--- config.mk ---
export PLATFORM = sky130hd
export DESIGN_NAME = hetm_lane
export DESIGN_NICKNAME = d
export VERILOG_FILES = /design/src/rtl/hetm_pkg.sv /design/src/rtl/hetm_lane.sv
export SDC_FILE = /design/constraint.sdc
export NUM_CORES = 2
export LEC_CHECK = 0
export ABC_AREA = 1
export BUFFER_PORTS_ARGS = -buffer_cell sky130_fd_sc_hd__buf_2
export CAP_MARGIN = 25
export CORE_MARGIN = 2
export CORE_UTILIZATION = 25
export DETAILED_ROUTE_END_ITERATION = 12
export GPL_ROUTABILITY_DRIVEN = 0
export SYNTH_ARGS = -nofsm -noshare
export SYNTH_HDL_FRONTEND = slang
export SYNTH_SLANG_ARGS = --single-unit
--- constraint.sdc ---
create_clock -name clk -period 8.05 [get_ports clk]
set_input_delay 1.61 -clock clk [delete_from_list [all_inputs] [get_ports clk]]
set_output_delay 1.61 -clock clk [all_outputs]
set_load 0.02 [all_outputs]
--- src/rtl/hetm_pkg.sv ---
// Shared constants, codes and types for the exposure / LUT tone mapper.
package hetm_pkg;

  localparam int LUT_SIZE = 4096;
  localparam int LUT_AW   = $clog2(LUT_SIZE);

  localparam int COMP_W   = 32;
  localparam int GAIN_W   = 32;
  localparam int VAL_W    = 8;
  localparam int EIDX_W   = 12;
  localparam int FRAC_W   = 16;

  localparam int PROD_W   = COMP_W - 1 + GAIN_W;
  localparam int CUT_W    = PROD_W - FRAC_W;
  localparam int SAT_W    = FRAC_W + 1;
  localparam int T_W      = SAT_W + LUT_AW;

  localparam logic [SAT_W-1:0]  UNITY      = SAT_W'(1) << FRAC_W;
  localparam logic [FRAC_W-1:0] HALF       = FRAC_W'(1) << (FRAC_W - 1);
  localparam logic [LUT_AW-1:0] LUT_MAX    = LUT_AW'(LUT_SIZE - 1);
  localparam logic [GAIN_W-1:0] GAIN_RESET = GAIN_W'(1) << FRAC_W;

  typedef enum logic {
    ACT_MAP   = 1'b0,
    ACT_WRITE = 1'b1
  } action_t;

  // Control that travels beside the arithmetic lanes.
  typedef struct packed {
    logic              valid;
    logic              wr;
    logic              wr_en;
    logic [LUT_AW-1:0] waddr;
    logic [VAL_W-1:0]  wval;
  } ctl_t;

endpackage

--- src/rtl/hetm_lane.sv ---
// One color component: gain multiply, saturate and scale, round to a table index.
module hetm_lane (
  input  logic                              clk,
  input  logic                              en,
  input  logic signed [hetm_pkg::COMP_W-1:0] comp,
  input  logic [hetm_pkg::GAIN_W-1:0]        gain,
  output logic [hetm_pkg::LUT_AW-1:0]        idx
);
  import hetm_pkg::*;

  logic [PROD_W-1:0] prod;
  logic [T_W-1:0]    t;
  logic              pos;
  logic [CUT_W-1:0]  v;
  logic [SAT_W-1:0]  sat;
  logic [LUT_AW:0]   q;
  logic [LUT_AW:0]   qr;
  logic [FRAC_W-1:0] rem;
  logic              up;

  // stage 1: Q15.16 x Q16.16, only positive components count
  assign pos = !comp[COMP_W-1] && (comp != '0);

  // stage 2: truncate to Q1.16 with a clamp at 1.0, scale by LUT_SIZE-1
  assign v   = prod[PROD_W-1:FRAC_W];
  assign sat = (v > CUT_W'(UNITY)) ? UNITY : v[SAT_W-1:0];

  // stage 3: round half to even
  assign q   = t[T_W-1:FRAC_W];
  assign rem = t[FRAC_W-1:0];
  assign up  = (rem > HALF) || ((rem == HALF) && q[0]);
  assign qr  = q + (LUT_AW+1)'(up);

  always_ff @(posedge clk) begin
    if (en) begin
      prod <= pos ? PROD_W'(comp[COMP_W-2:0]) * PROD_W'(gain) : '0;
      t    <= T_W'(sat) * T_W'(LUT_SIZE - 1);
      idx  <= (qr > (LUT_AW+1)'(LUT_MAX)) ? LUT_MAX : qr[LUT_AW-1:0];
    end
  end

endmodule

==> impl_metrics.tcl <==
set metrics [dict create \
    outcome "complete, no violations" \
    core_um2 164000 \
    yosysTopAreaCell "fa_1" \
    drive_above_1_share 0.0950 \
    maxSlewViolCount 0 \
    die_h_um 410 \
    worstSetupEndpointType "flop" \
    grt_pass1_vias 36200 \
    cts.root.buffer_cell "clkbuf_16" \
    worst_slew_pin_slew_ps 791 \
    dieArea_um2 168000 \
    path_delay_family "adder cells" \
    critPathSlowestCell "fa_1" \
    holdBufCountCts 0 \
    num_rows 149 \
    cts_buffer_depth 2 \
    clk_pin_slew_ps 80 \
    routed_wl_um 118000 \
    grt_usage 0.144 \
    yosys.cell_count.top_type "inv_1" \
    critPathBufInv 9 \
    use_met3 0.0172 \
    ys_types 39 \
    cts_buffers 9 \
    worstPathArrival_ps 7980 \
    crit_path_start_kind "input pin" \
    grt_use_met1 0.194 \
    busiest_layer "met2" \
    num_vias 32900 \
    utilization 0.288 \
    syn_inst 5209 \
    ant_nets 0 \
    grt_max_degree 58 \
    yosysSeqAreaShare 0.0641 \
    synthTopCellsByArea "fa_1 47%, inv_1 14%, nand2_1 12%" \
    fin_cells 7632 \
    start_util 0.251 \
    final_cell_area_um2 47400 \
    grt_antenna_before_repair 2 \
    finalCritPeriodShare 0.974 \
    drc 0 \
    syn_to_final_growth_pct 14.9 \
    die_x_um 410 \
    synth_area_um2 41200 \
    ys_async_sr_fraction 0 \
    max-slew-margin-rel 0.473 \
    yosys_warnings 0 \
    cap_violations 0 \
    worstSetupPathType "in2reg" \
    skew_ps 22.1 \
    detailed_place_hpwl_um 106000 \
    drtIter0Drc 2212 \
    use_met2 0.248 \
    avgSynthCellArea_um2 7.92 \
    synth_top_area_frac 0.468 \
    fmax_mhz 127 \
    syn_nets 6558 \
    clock_latency_ps 370 \
    dr.pass1.iters 5 \
    via_per_inst 4.31 \
    dp.cells 7614 \
    finalHoldViolations 0 \
    port_buffers 77 \
    synth_commonest_cells "1559 x inv_1, 1371 x nand2_1, 965 x fa_1, 318 x ha_1, 229 x nor2_1" \
    worstPathMaxFanout 14 \
    rsz0062_at_grt "yes" \
    num-nets-final 6785 \
    routedWlPerCell_um 15.4 \
    synth_seq_cells 88 \
    worst_hold_path_type "reg2reg" \
    grt_remaining_overflow 0 \
    cts_tree "built" \
    whs_ps 581 \
    synth-edff-count 88 \
    cts_setup_buffers 0 \
    io_pins 78 \
    fillers 17600 \
    grt_pass1_wl_um 194000 \
    synth_ff_type "edfxtp_1" \
    clock-sinks 88 \
    finalSetupViolations 0 \
    cts.htree.levels 3 \
    post_dp_cell_area_um2 46800 \
    min_period_ps 7840 \
    cp.required_ps 8190 \
    max_stage_delay_ps 600 \
]
[metal layers]
| layer | wire length [µm] | up-vias |
|---|---|---|
| met3 | 7210 | 143 |
| met5 | 27 | - |
| li1 | - | 15200 |
| met2 | 56100 | 1016 |
| met1 | 51700 | 16500 |
| met4 | 2500 | 4 |
[sequential cells by signal, indices dropped and copies added, names as in the netlist]
| signal | flops |
|---|---|
| idx | 12 |
| prod | 47 |
| t | 29 |
[path summary, 6_finish.rpt]
kind            start       end  slack (ps)  depth (start not counted)
max          gain[19]  prod[53]         210                         27
min reg2reg     t[27]   idx[11]         580                          2
max reg2reg  prod[42]     t[26]        1510                         27
min             t[27]   idx[11]         580                          2
[stage by stage]
stage | setup TNS [ps] | worst slack, ps
2_1_floorplan | 0 | 228
3_3_place_gp | -10430 | -444
3_5_place_dp | -12970 | -448
4_1_cts | 0 | 2.05
5_1_grt | -277 | -51.4
6_report | 0 | 206
[cell usage in the layout, fill, tap and decap left out, types with 15 or more instances in the layout]
cell type     n
nor3_1       20
o21ai_0      72
buf_12       42
xor2_1       26
a21oi_1     138
nor4_1       21
nor2_2       19
fa_1        964
nand2_1    1367
nand3_1      63
buf_4       325
ha_1        307
nor2_1      213
buf_2        54
xnor2_1      15
inv_1      1559
edfxtp_1     88
[worst min-delay path, cell delays in order, from the launching register on]
cell and delay [ps]:
edfxtp_1 360, xor2_1 70, nand2_1 50
[what timing repair did]
action	CTS	global route
gates resized for setup	2	88
pin swaps	0	6
endpoints found under the setup margin	4	43
[area by class of cell]
class                      instances  area (µm²)  area share
antenna                            2        5.00    0.000106
clock buffer                      10         229     0.00483
clock inverter                     6        66.3     0.00140
inverter                        1564        5870       0.124
multi-input combinational       3332       32100       0.678
sequential                        88        2640      0.0557
tap                             2189        2740      0.0578
timing repair buffer             441        3720      0.0785
[logic make-up (layout without fill, tap and decap cells)]
family | after synthesis | count (layout) | share of synthesized area
DFF | 88 | 88 | 0.0641
xor gates and xnor gates | 41 | 41 | 0.00871
other | 0 | 2 | 0
AOI/OAI and AO/OA | 269 | 269 | 0.0349
adders and majority gates | 1283 | 1283 | 0.565
and+or+nand+nor | 1739 | 1739 | 0.164
buffers and inverters | 1789 | 2021 | 0.163
Power is left out: the tool's default activity adds up to more than one toggle a clock period on the data nets, which glitch-free logic cannot reach.
